## config.mk

```make
export PLATFORM = sky130hd
export DESIGN_NAME = gdc_ctrl
export DESIGN_NICKNAME = d
export VERILOG_FILES = /design/src/gdc_pkg.sv /design/src/gdc_ctrl.sv
export SDC_FILE = /design/constraint.sdc
export NUM_CORES = 1
export LEC_CHECK = 0
export ABC_AREA = 1
export BUFFER_PORTS_ARGS = -buffer_cell sky130_fd_sc_hd__clkbuf_2
export CORE_UTILIZATION = 25
export CTS_CLUSTER_DIAMETER = 200
export DETAILED_ROUTE_END_ITERATION = 7
export MAX_ROUTING_LAYER = met4
export RECOVER_POWER = 50
export SLEW_MARGIN = 20
export SYNTH_ARGS = -nofsm -noshare
export SYNTH_HDL_FRONTEND = slang
export SYNTH_SLANG_ARGS = --single-unit
```

## constraint.sdc

```tcl
create_clock -name clk -period 2.94 [get_ports clk]
set_input_delay 0.588 -clock clk [delete_from_list [all_inputs] [get_ports clk]]
set_output_delay 0.588 -clock clk [all_outputs]
set_load 0.01 [all_outputs]
```

## src/gdc_pkg.sv

```systemverilog
// gdc_pkg: shared constants, types and codes for the grid dda wall column caster
// used by the controller, the datapath, the divider and the top level
`timescale 1ns / 1ps
`default_nettype none

package gdc_pkg;

  // map, texture and walk bounds
  localparam int MAP_SIDE    = 64;
  localparam int MAP_BITS    = $clog2(MAP_SIDE);
  localparam int MAP_DEPTH   = MAP_SIDE * MAP_SIDE;
  localparam int ADDR_W      = 2 * MAP_BITS;
  localparam int MAPC_W      = MAP_BITS + 2;
  localparam int CELL_W      = 9;
  localparam int TEX_SIZE    = 64;
  localparam int TEX_BITS    = $clog2(TEX_SIZE);
  localparam int MAX_COLUMNS = 1024;
  localparam int ROWS_MAX    = 1024;
  localparam int MAX_STEPS   = 128;
  localparam int STEP_W      = $clog2(MAX_STEPS + 1);

  // field and register widths
  localparam int POS_W     = 22;
  localparam int DIR_W     = 18;
  localparam int SIZE_W    = 11;
  localparam int COL_W     = 10;
  localparam int CFG_W     = 22;
  localparam int REG_IDX_W = 3;
  localparam int TEXID_W   = 8;
  localparam int CELLC_W   = 6;

  // internal datapath widths
  localparam int DIVN_W  = 34;
  localparam int DIVD_W  = 30;
  localparam int DCNT_W  = $clog2(DIVN_W + 1);
  localparam int CAM_W   = 29;
  localparam int RAY_W   = 31;
  localparam int DELTA_W = 34;
  localparam int SIDE_W  = 42;
  localparam int DIST_W  = 24;
  localparam int LH_W    = 27;
  localparam int ROW_W   = 10;
  localparam int STP_W   = 23;
  localparam int TP_W    = 26;

  // fixed point constants
  localparam logic [CAM_W-1:0]   FONE      = CAM_W'(65536);
  localparam logic [DIVN_W-1:0]  DIV_ONE32 = DIVN_W'(64'h1_0000_0000);
  localparam logic [DIVN_W-1:0]  TEX_NUM   = DIVN_W'(TEX_SIZE * 65536);
  localparam logic [DELTA_W-1:0] DELTA_SAT = DELTA_W'(64'h2_0000_0000);
  localparam logic [DIST_W-1:0]  DIST_MAX  = DIST_W'(24'hFF_FFFF);

  // register indexes
  localparam logic [REG_IDX_W-1:0] REG_CAM_X   = 3'd0;
  localparam logic [REG_IDX_W-1:0] REG_CAM_Y   = 3'd1;
  localparam logic [REG_IDX_W-1:0] REG_DIR_X   = 3'd2;
  localparam logic [REG_IDX_W-1:0] REG_DIR_Y   = 3'd3;
  localparam logic [REG_IDX_W-1:0] REG_PLANE_X = 3'd4;
  localparam logic [REG_IDX_W-1:0] REG_PLANE_Y = 3'd5;
  localparam logic [REG_IDX_W-1:0] REG_SCR_W   = 3'd6;
  localparam logic [REG_IDX_W-1:0] REG_SCR_H   = 3'd7;

  // register reset values
  localparam logic [POS_W-1:0]  RST_CAM_X   = POS_W'(2097152);
  localparam logic [POS_W-1:0]  RST_CAM_Y   = POS_W'(2097152);
  localparam logic [DIR_W-1:0]  RST_DIR_X   = DIR_W'(65536);
  localparam logic [DIR_W-1:0]  RST_DIR_Y   = DIR_W'(0);
  localparam logic [DIR_W-1:0]  RST_PLANE_X = DIR_W'(0);
  localparam logic [DIR_W-1:0]  RST_PLANE_Y = DIR_W'(43253);
  localparam logic [SIZE_W-1:0] RST_SCR_W   = SIZE_W'(640);
  localparam logic [SIZE_W-1:0] RST_SCR_H   = SIZE_W'(480);

  // item opcodes
  localparam logic OP_WRITE = 1'b0;
  localparam logic OP_CAST  = 1'b1;

  typedef enum logic [4:0] {
    ST_CLEAR,
    ST_IDLE,
    ST_CAMX,
    ST_RAYX,
    ST_RAYY,
    ST_DLX,
    ST_DLY,
    ST_SDX,
    ST_SDY,
    ST_STEP,
    ST_CHECK,
    ST_LH,
    ST_WALL,
    ST_STP,
    ST_TEXP,
    ST_DONE,
    ST_MISS
  } state_t;

  typedef enum logic [4:0] {
    CMD_NONE,
    CMD_CLEAR,
    CMD_WRITE,
    CMD_CAST,
    CMD_CAMX,
    CMD_RAYX,
    CMD_RAYY,
    CMD_DLX,
    CMD_DLY,
    CMD_SDX,
    CMD_SDY,
    CMD_STEP,
    CMD_PERP,
    CMD_LH,
    CMD_WALL,
    CMD_STP,
    CMD_TEXP,
    CMD_OUT_HIT,
    CMD_OUT_MISS
  } cmd_t;

  typedef struct packed {
    logic div_done;
    logic clear_last;
    logic out_free;
    logic map_oob;
    logic map_wall;
    logic steps_done;
  } dp_status_t;

endpackage

`default_nettype wire

```

## src/gdc_ctrl.sv

```systemverilog
// gdc_ctrl: sequencer for map writes, the clearing pass and the cast steps
// depends on gdc_pkg for state, command and status types
`timescale 1ns / 1ps
`default_nettype none

module gdc_ctrl (
  input  logic                 clk,
  input  logic                 rst,
  input  logic                 in_valid,
  input  logic                 op,
  input  gdc_pkg::dp_status_t  status,
  output logic                 in_stall,
  output gdc_pkg::cmd_t        cmd
);
  import gdc_pkg::*;

  state_t state;
  state_t state_next;

  // state register
  always_ff @(posedge clk) begin
    if (rst) begin
      state <= ST_CLEAR;
    end else begin
      state <= state_next;
    end
  end

  // next state and commands
  always_comb begin
    state_next = state;
    cmd        = CMD_NONE;
    in_stall   = (state != ST_IDLE);
    case (state)
      ST_CLEAR: begin
        cmd = CMD_CLEAR;
        if (status.clear_last) state_next = ST_IDLE;
      end
      ST_IDLE: begin
        if (in_valid) begin
          if (op == OP_CAST) begin
            cmd        = CMD_CAST;
            state_next = ST_CAMX;
          end else begin
            cmd = CMD_WRITE;
          end
        end
      end
      ST_CAMX: begin
        if (status.div_done) begin
          cmd        = CMD_CAMX;
          state_next = ST_RAYX;
        end
      end
      ST_RAYX: begin
        cmd        = CMD_RAYX;
        state_next = ST_RAYY;
      end
      ST_RAYY: begin
        cmd        = CMD_RAYY;
        state_next = ST_DLX;
      end
      ST_DLX: begin
        if (status.div_done) begin
          cmd        = CMD_DLX;
          state_next = ST_DLY;
        end
      end
      ST_DLY: begin
        if (status.div_done) begin
          cmd        = CMD_DLY;
          state_next = ST_SDX;
        end
      end
      ST_SDX: begin
        cmd        = CMD_SDX;
        state_next = ST_SDY;
      end
      ST_SDY: begin
        cmd        = CMD_SDY;
        state_next = ST_STEP;
      end
      ST_STEP: begin
        cmd        = CMD_STEP;
        state_next = ST_CHECK;
      end
      // map cell of the last step is in the read register now
      ST_CHECK: begin
        if (status.map_oob) begin
          state_next = ST_MISS;
        end else if (status.map_wall) begin
          cmd        = CMD_PERP;
          state_next = ST_LH;
        end else if (status.steps_done) begin
          state_next = ST_MISS;
        end else begin
          state_next = ST_STEP;
        end
      end
      ST_LH: begin
        if (status.div_done) begin
          cmd        = CMD_LH;
          state_next = ST_WALL;
        end
      end
      ST_WALL: begin
        cmd        = CMD_WALL;
        state_next = ST_STP;
      end
      ST_STP: begin
        if (status.div_done) begin
          cmd        = CMD_STP;
          state_next = ST_TEXP;
        end
      end
      ST_TEXP: begin
        cmd        = CMD_TEXP;
        state_next = ST_DONE;
      end
      ST_DONE: begin
        if (status.out_free) begin
          cmd        = CMD_OUT_HIT;
          state_next = ST_IDLE;
        end
      end
      ST_MISS: begin
        if (status.out_free) begin
          cmd        = CMD_OUT_MISS;
          state_next = ST_IDLE;
        end
      end
      default: begin
        state_next = ST_IDLE;
      end
    endcase
  end

endmodule

`default_nettype wire

```

==> summary.txt, run 1 <==
Setup path
  • Slowest CP cell: dfxtp_1
  • Type of the worst setup path: reg -> out
  • Buf/Inv on CP: 3
  • CP endpoint kind: output pin
  • Crit-path cells: inv_2 > nand3_2 > inv_1 > nand2_1 > nor2_1 > nor3_1 > o2111ai_1 > clkbuf_2
  • Max incr delay on CP: 0.47 ns
  • CP Data Arrival Time: 1.70 ns
  • Crit start category: flop
  • Worst EP required: 2.35 ns
  • Maximum fanout along the worst path: 5
  • Top delay family on crit path: simple AND/OR/NAND/NOR gates

Run status
  • Outcome: finished, violations left
  • Failing checks: DRC

Run
  • Max cap viols: 0

Clock tree
  • Sink Count: 5
  • Maximum clock path buffer count: 2
  • CTS tree: done
  • Setup bufs post-CTS: 0
  • Clk pin slew, worst setup/hold paths: 0.04 ns
  • Cts bufs inserted: 3
  • CTS Hold Bufs: 0
  • H-Tree Depth: 1
  • Worst-Skew Late Latency: 0.24 ns
  • PostCTS Resize Cnt: 0
  • Clock root buffer: clkbuf_4

Logic synthesis
  • Yosys reg bits: 5
  • Post-Synthesis Cells: 136
  • Avg Synthesized Cell Area: 5.750 um2
  • Syn Nets: 146
  • Ys Warns: 0
  • Sequential area share after synthesis: 12.80%
  • Post-Syn Area: 782.0 um2
  • Post-synth cell types: 22

Timing
  • Min Hold Slack: 0.5579 ns
  • Max transition margin: 77.28%
  • Final Setup Violations: 0
  • Tmin final: 2.293 ns
  • Setup TNS: 0 ns
  • RSZ-0062 raised after global routing: no
  • Slew @ Worst Pin: 0.3403 ns
  • Fmax: 436.2 MHz
  • Pins Over Slew Limit: 0
  • Worst-case clock skew: 0.002650 ns
  • Final Hold Fails: 0
  • Setup ws final: 0.6473 ns
  • Final period util: 77.98%

Pwr
  • Part of the power in combinational logic: 75.0%
  • Power density over the cells: 1009 nW/um2
  • Static leakage: 0.4944 nW
  • Sequential power share: 16.4%
  • Psw: 0.0005061 W
  • VDD IR max: 274.9 uV
  • Switching part of the total power: 55.84%
  • Clock power frac: 8.6%
  • Design internal power: 0.0004003 W

Floorplan
  • Die area: 3356 um2
  • Placeable Area: 2853 um2
  • Die Wd: 57.93 um
  • Die height: 57.93 um
  • Initial Util: 27.41%
  • Rows: 19
  • Io pins: 16

Detailed routing
  • Detailed Route Iter0 Violations: 36
  • DR pass1 iterations: 6
  • Routed Antenna Nets: 0
  • Residual DRC: 2
  • Vias per inst: 4.897
  • Total Wirelength: 1.974 mm
  • DR top layer: met4
  • Met1 Wirelength: 947 um
  • WL met2: 955 um
  • Vias: 906
  • DR WL/cell: 10.67 um
  • Met3 WL: 56 um

Cells and area
  • Top Registers: state x5
  • Inserted Diodes: 0
  • Largest register FFs: 5
  • Share of cells above drive strength 1: 28.57%
  • Area growth syn-to-layout: 14.88%
  • Fin cells: 185
  • Fin util: 31.49%
  • Layout Nets: 165
  • Reg with most FFs: state

Global route
  • Aggregate global-route resource usage: 13.12%
  • Initial antenna violation count: 0
  • Congestion Overflow GR: 0
  • Global-route wire length before repair: 3.374 mm
  • Largest net degree at the start of global routing: 12
  • Number of global-route vias before repair: 816

Hold path
  • HP Class: reg -> reg

Placed design
  • Placed Instances: 181
  • Detailed Place HPWL: 1.661 mm
  • Routability congestion estimate: 0.8855
  • PortBufs: 15
  • Place WS: 0.8762 ns
cells in the final DEF, fill, tap and decap left out:
master      n
a21oi_1     6
a21oi_4     1
clkbuf_1    1
clkbuf_2   15
clkbuf_4    3
dfxtp_1     5
inv_1      10
inv_2       6
nand2_1    30
nand2_2     5
nand2_4     3
nand3_1    20
nand3_2     3
nand4_1     3
nor2_1     27
nor2_2      5
nor2_4      2
nor2_8      1
nor3_1      1
o2111ai_1   1
o211ai_1    1
o21a_1      1
o21ai_0     3
or2_0       1
area by class of cell:
type | instances | area, um2
sequential | 5 | 100.1
timing repair buffer | 15 | 75.07
clock buffer | 4 | 26.28
fill | 334 | 1954
multi-input combinational | 114 | 598.1
inverter | 16 | 60.06
tap | 31 | 38.79
power by group through the flow:
stage	logic (W)	registers, W	clock network, W
floorplan	0.000555	0.000142	0
global route	0.000772	0.000153	0.0000839
detailed placement	0.000685	0.000151	0
global placement	0.000698	0.000151	0
finish	0.000680	0.000149	0.0000775
CTS	0.000688	0.000151	0.0000819
kinds of logic after synthesis:
family,share of synthesized area (%)
compound gates,10.88
buf+inv,9.120
flops,12.80
simple gates,67.20
synth_stat cells, drive strengths merged:
library cell  number  area (um2)
o21a               1       7.510
nand4              3       18.77
buf                1       11.26
nand3             23       135.1
inv               16       60.06
or2                1       6.260
nor3               1       5.000
o211ai             1       7.510
o2111ai            1       8.760
o21ai              3       15.01
nor2              35       175.2
a21oi              7       46.30
dfxtp              5       100.1
nand2             38       185.2
metrics by stage:
stage | area [um2] | total power [W]
after floorplan | 782.0 | 0.0006969
after global placement | 884.6 | 0.0008484
after detailed placement | 884.6 | 0.0008367
after CTS | 910.9 | 0.0009204
after global routing | 898.4 | 0.001009
final | 898.4 | 0.0009064
worst reg2reg max path, cell delays in order (launching register included):
cell     delay, ns
dfxtp_1       0.51
nand3_1       0.23
nor2_1        0.22
nor2_2        0.08
nand3_2       0.05
nand2_1       0.19
nand2_2       0.12
nand2_1       0.05
nand2_1       0.05
nor2_1        0.03
routing by layer:
layer | up-vias | global-route usage (%)
li1 | 479 | -
met1 | 405 | 15.99
met2 | 20 | 21.51
met3 | 2 | 2.232
met4 | 0 | 5.102
met5 | - | -
path summary, 6_finish.rpt:
check / start / endpoint / slack (ns) / depth (start not counted)
worst max register to register: state[1] / state[0] / 1.29 / 9
worst min register to register: state[4] / state[4] / 0.56 / 2
worst max-delay path: state[0] / cmd[3] / 0.65 / 8
worst min-delay path: state[4] / state[4] / 0.56 / 2
Power figures use the tool's default switching activity.
==> run 2, diff against run 1 <==
- clock period: 2.94 -> 2 ns (I/O delays scaled with it)
==> summary.txt, run 2 (synthesis gave the netlist of run 1 again) <==
Run status
  • Outcome: finished, violations left
  • Failing checks: DRC

Detailed routing
  • DR pass1 iterations: 6 (unchanged)
  • Total Wirelength: 2.037 mm (+3.2%)
  • Routed Antenna Nets: 0 (unchanged)
  • Detailed Route Iter0 Violations: 36 (unchanged)
  • DR WL/cell: 10.66 um (about the same)
  • Vias per inst: 4.775 (-2.5%)
  • Vias: 912 (+0.66%)
  • Residual DRC: 2 (unchanged)

Clock tree
  • Clock root buffer: clkbuf_4
  • Clk pin slew, worst setup/hold paths: 0.05 ns (about the same)
  • H-Tree Depth: 1 (unchanged)
  • CTS tree: done
  • Sink Count: 5 (unchanged)
  • Worst-Skew Late Latency: 0.25 ns (about the same)
  • Cts bufs inserted: 3 (unchanged)
  • Maximum clock path buffer count: 2 (unchanged)

Global route
  • Aggregate global-route resource usage: 14.23% (+1.1 points)
  • Initial antenna violation count: 0 (unchanged)
  • Largest net degree at the start of global routing: 12 (unchanged)
  • Number of global-route vias before repair: 885 (+8.5%)
  • Global-route wire length before repair: 3.636 mm (+7.8%)
  • Congestion Overflow GR: 0 (unchanged)

Floorplan
  • Placeable Area: 2853 um2 (unchanged)
  • Die height: 57.93 um (unchanged)
  • Rows: 19 (unchanged)
  • Io pins: 16 (unchanged)
  • Die Wd: 57.93 um (unchanged)
  • Die area: 3356 um2 (unchanged)
  • Initial Util: 27.41% (unchanged)

Cells and area
  • Top Registers: state x5
  • Reg with most FFs: state
  • Post-route cell area: 968.4 um2 (+7.8%)
  • Inserted Diodes: 0 (unchanged)
  • Share of cells above drive strength 1: 36.25% (+7.7 points)
  • Area growth syn-to-layout: 23.84%
  • Fin cells: 191 (+3.2%)
  • Layout Nets: 171 (+3.6%)
  • Largest register FFs: 5 (unchanged)
  • Commonest non-fill, non-tap cells in the layout: nand2_1, nor2_1, nand3_1
  • Most common cell after layout, fill and taps aside: nand2_1
  • Fin util: 33.95% (+2.5 points)

Setup path
  • CP Data Arrival Time: 1.53 ns (-0.17 ns)
  • Worst EP required: 1.60 ns (-0.75 ns)
  • Maximum fanout along the worst path: 6 (+1)
  • Type of the worst setup path: reg -> out
  • Crit start category: flop
  • CP endpoint kind: output pin

Placed design
  • Placed Instances: 185 (+2.2%)
  • Routability congestion estimate: 0.8777 (-0.88%)
  • Detailed Place HPWL: 1.703 mm (+2.5%)
  • PortBufs: 15 (unchanged)
  • Placement Cell Area: 914.6 um2 (+3.4%)

Pwr
  • Power density over the cells: 1501 nW/um2 (+49%)
  • Psw: 0.0007845 W (+55%)
  • Part of the power in combinational logic: 76.6% (+1.6 points)
  • Design internal power: 0.0006688 W (+67%)
  • Sequential power share: 15.1% (-1.3 points)
  • Static leakage: 0.5272 nW (+6.6%)
  • Switching part of the total power: 53.98% (-1.9 points)
  • VDD IR max: 503.9 uV (+83%)
  • Clock power frac: 8.3% (-0.3 points)

Timing
  • Worst-case clock skew: 0.007767 ns (+0.005117 ns)
  • Final period util: 96.50%
  • Min Hold Slack: 0.4494 ns (-0.1085 ns)
  • Fmax: 518.1 MHz
  • Pins Over Slew Limit: 0 (unchanged)
  • Final Setup Violations: 0 (unchanged)
  • Slew @ Worst Pin: 0.2839 ns (-0.05646 ns)
  • Max transition margin: 80.88% (+3.6 points)
  • Tmin final: 1.930 ns
  • RSZ-0062 raised after global routing: yes
  • Final Hold Fails: 0 (unchanged)

Run
  • Max cap viols: 0 (unchanged)

Hold path
  • HP Class: in -> reg
## run 2: final timing paths
path | start | cells past startpoint | to | slack [ns]
min reg2reg | state[1] | 2 | state[1] | 0.55
max reg2reg | state[1] | 11 | state[0] | 0.35
min | rst | 4 | state[2] | 0.45
max | state[2] | 7 | cmd[1] | 0.07
## run 2: final cells by class
| class | count | area, um2 |
|---|---|---|
| tap | 31 | 38.79 |
| multi-input combinational | 114 | 613.1 |
| clock buffer | 4 | 26.28 |
| timing repair buffer | 21 | 120.1 |
| fill | 327 | 1884 |
| sequential | 5 | 107.6 |
| inverter | 16 | 62.56 |
## run 2: repair_timing
item	in CTS	in global routing
setup endpoints to repair	2	3
endpoints found under the hold margin	0	0
gates resized for setup	4	6
setup buffers	0	2
hold buffers	0	0
gates cloned	0	0
pin swaps	0	1
## run 2: metal layers
| layer | share of wire (%) | track usage (%) |
|---|---|---|
| met1 | 50 | 18.61 |
| met2 | 45 | 21.51 |
| met3 | 3.7 | 3.795 |
| met4 | 0.69 | 4.082 |
| met5 | 0 | - |
## run 2: worst max-delay path, stage by stage, from the launching register on
cell	delay, ns
dfxtp_4	0.37
inv_2	0.07
nand2_2	0.09
inv_1	0.16
nand3_1	0.22
o21a_1	0.17
nand4_1	0.08
clkbuf_2	0.13
## run 2: stage by stage
step                      worst slack (ns)  setup TNS (ns)  total power, W
after floorplan                     0.4099               0        0.001024
after detailed placement            0.1731               0        0.001290
after global routing             -0.005574       -0.009827        0.001605
final                              0.06992               0        0.001453
after global placement              0.1907               0        0.001304
after CTS                          0.01942               0        0.001425
## run 2: power groups by stage
stage                     sequential, W  combinational, W  clock [W]
after floorplan                0.000209          0.000816          0
after global placement         0.000206           0.00110          0
after detailed placement       0.000207           0.00108          0
after CTS                      0.000211           0.00109   0.000126
after global routing           0.000225           0.00124   0.000135
final                          0.000219           0.00111   0.000121
==> run 3, diff against run 2 <==
- ABC_AREA: 1 -> 0
==> summary.txt, run 3 <==
Global route
  • Largest net degree at the start of global routing: 19 (+7)
  • Number of global-route vias before repair: 648 (-27%)
  • Congestion Overflow GR: 0 (unchanged)
  • Global-route wire length before repair: 2.932 mm (-19%)
  • Initial antenna violation count: 0 (unchanged)
  • Aggregate global-route resource usage: 14.24% (about the same)

Logic synthesis
  • Post-Syn Area: 686.9 um2 (-12%)
  • Avg Synthesized Cell Area: 7.082 um2 (+23%)
  • Post-synth ARST share: 0% (unchanged)
  • Post-Synthesis Cells: 97 (-29%)
  • Mux contribution to synthesized area: 4.736% (+4.7 points)
  • Sequential area share after synthesis: 14.57% (+1.8 points)
  • Syn Nets: 107 (-27%)
  • Yosys top cell area share: 14.57% (+0.65 points)
  • Yosys reg bits: 5 (unchanged)
  • Area leader, netlist: dfxtp_1
  • Most frequent cell after synthesis: a21oi_1
  • Synth Area in Simple Gates: 33.70% (-34 points)
  • Synth Area in Compound Gates: 36.07% (+25 points)
  • Post-Synth XOR/XNOR Area: 1.275% (+1.3 points)
  • Largest family of logic cells by synthesized area: compound AO/OA/AOI/OAI gates
  • Post-synth cell types: 36 (+64%)
  • Ys Warns: 0 (unchanged)
  • Synth cell count leaders: a21oi_1, nand2_1, nor2_1
  • Adder-cell share of the synthesized area: 0% (unchanged)
  • Top cells by area, synth: dfxtp_1, a21oi_1, nand2_1
  • EDFF count, synth: 0 (unchanged)
  • Top FF cell, synth: dfxtp_1

Detailed routing
  • Vias per inst: 5.410 (+13%)
  • DR pass1 iterations: 4 (-2)
  • Detailed Route Iter0 Violations: 10 (-72%)
  • Vias: 779 (-15%)
  • Routed Antenna Nets: 0 (unchanged)
  • Residual DRC: 0 (-2)
  • Total Wirelength: 1.729 mm (-15%)
  • DR WL/cell: 12.01 um (+13%)

Timing
  • RSZ-0062 raised after global routing: no
  • Fmax: 522.1 MHz (+0.77%)
  • Setup ws final: 0.08460 ns (+0.01468 ns)
  • Min Hold Slack: 0.3965 ns (-0.05290 ns)
  • Slew @ Worst Pin: 0.3894 ns (+0.1056 ns)
  • Pins Over Slew Limit: 0 (unchanged)
  • Setup TNS: 0 ns (unchanged)
  • Worst-case clock skew: 0.005455 ns (-0.002312 ns)
  • Tmin final: 1.915 ns (-0.01468 ns)
  • Max transition margin: 74.04% (-6.8 points)
  • Final period util: 95.77% (-0.73 points)
  • Final Setup Violations: 0 (unchanged)
  • Final Hold Fails: 0 (unchanged)

Pwr
  • Psw: 0.0001375 W (-82%)
  • Design internal power: 0.0002506 W (-63%)
  • VDD IR max: 281.8 uV (-44%)
  • Power density over the cells: 464.4 nW/um2 (-69%)
  • Static leakage: 0.3119 nW (-41%)
  • Switching part of the total power: 35.44% (-19 points)
  • Clock power frac: 29.7% (+21 points)
  • Part of the power in combinational logic: 37.1% (-39 points)
  • Sequential power share: 33.2% (+18 points)

Floorplan
  • Io pins: 16 (unchanged)
  • Initial Util: 26.99% (-0.42 points)
  • Die height: 54.42 um (-6.1%)
  • Die area: 2961 um2 (-12%)
  • Placeable Area: 2545 um2 (-11%)
  • Die Wd: 54.42 um (-6.1%)
  • Rows: 18 (-1)

Clock tree
  • Setup bufs post-CTS: 0 (unchanged)
  • Sink Count: 5 (unchanged)
  • Cts bufs inserted: 3 (unchanged)
  • Maximum clock path buffer count: 2 (unchanged)
  • H-Tree Depth: 1 (unchanged)
  • Clk pin slew, worst setup/hold paths: 0.04 ns (about the same)
  • CTS tree: done
  • CTS Hold Bufs: 0 (unchanged)
  • Worst-Skew Late Latency: 0.24 ns (about the same)
  • Clock root buffer: clkbuf_4

Setup path
  • Type of the worst setup path: reg -> out
  • Maximum fanout along the worst path: 15 (+9)
  • CP Data Arrival Time: 1.52 ns (about the same)
  • Worst EP required: 1.60 ns (about the same)
  • Crit start category: flop
  • R2r worst-path depth: 5 (-6)
  • CP endpoint kind: output pin

Cells and area
  • Largest register FFs: 5 (unchanged)
  • Filler cell count: 274 (-16%)
  • Register Area: 112.6 um2 (+4.7%)
  • Most common cell after layout, fill and taps aside: clkbuf_2
  • Reg with most FFs: state
  • Inserted Diodes: 0 (unchanged)
  • Multi-input gate area: 516.7 um2 (-16%)
  • Share of cells above drive strength 1: 30.70% (-5.5 points)
  • Top Registers: state x5
  • Layout Nets: 125 (-27%)
  • Commonest non-fill, non-tap cells in the layout: clkbuf_2, a21oi_1, nand2_1, nor2_1, buf_4
  • Area growth syn-to-layout: 21.68%

Run status
  • Outcome: completed

Hold path
  • Hold path cells: 2 (-2)
  • HP Class: in -> reg

Placed design
  • Place WS: 0.2047 ns (+0.03155 ns)
  • PortBufs: 15 (unchanged)
  • Routability congestion estimate: 0.7755 (-12%)
  • Detailed Place HPWL: 1.283 mm (-25%)

Run
  • Max cap viols: 0 (unchanged)
run 3: final timing paths:
kind         endpoint  slack, ns     start
max reg2reg  state[1]       0.34  state[1]
max            cmd[4]       0.08  state[1]
min reg2reg  state[2]       0.60  state[2]
min          state[0]       0.40       rst
run 3: area by class of cell:
type	instances	share of cell area (%)
inverter	2	0.8982
tap	30	4.491
multi-input combinational	80	61.83
clock buffer	4	3.144
sequential	5	13.47
timing repair buffer	23	16.17
run 3: logic make-up (layout without fill, tap and decap cells):
logic type | count (synthesis) | in the layout
AO/OA/AOI/OAI | 36 | 36
XOR/XNOR | 1 | 1
buffers and inverters | 12 | 29
flip-flops | 5 | 5
multiplexers | 2 | 2
AND/OR/NAND/NOR | 41 | 41
run 3: layer usage:
| metal | up-vias | track usage, % | routed length (um) |
|---|---|---|---|
| met2 | 20 | 21.75 | 813 |
| li1 | 394 | - | - |
| met4 | 0 | 5.128 | 0 |
| met5 | - | - | 0 |
| met3 | 0 | 3.333 | 81 |
| met1 | 365 | 18.08 | 834 |
run 3: power groups by stage:
stage                     Clock (W)  Sequential [W]  Combinational (W)
final                      0.000115        0.000129           0.000144
after global placement            0        0.000129           0.000144
after CTS                  0.000121        0.000129           0.000146
after global routing       0.000132        0.000132           0.000162
after detailed placement          0        0.000129           0.000145
after floorplan                   0        0.000113           0.000114
run 3: what timing repair did:
| action | in CTS | in global routing |
|---|---|---|
| endpoints found under the hold margin | 0 | 0 |
| gates resized for setup | 3 | 4 |
| setup endpoints to repair | 5 | 5 |
run 3: worst max-delay path, stage by stage, from the launching register on:
cell and delay (ns):
dfxtp_4 0.39, or4_4 0.56, o22ai_1 0.17, clkbuf_2 0.15
run 3: per-stage QoR:
step	area (um2)	instances	total power, W	util [%]
after global routing	835.8	144	0.0004261	32.84
after global placement	800.8	140	0.0002725	31.47
after detailed placement	800.8	140	0.0002742	31.47
after CTS	830.8	144	0.0003954	32.65
final	835.8	144	0.0003881	32.84
after floorplan	686.9	97	0.0002265	-
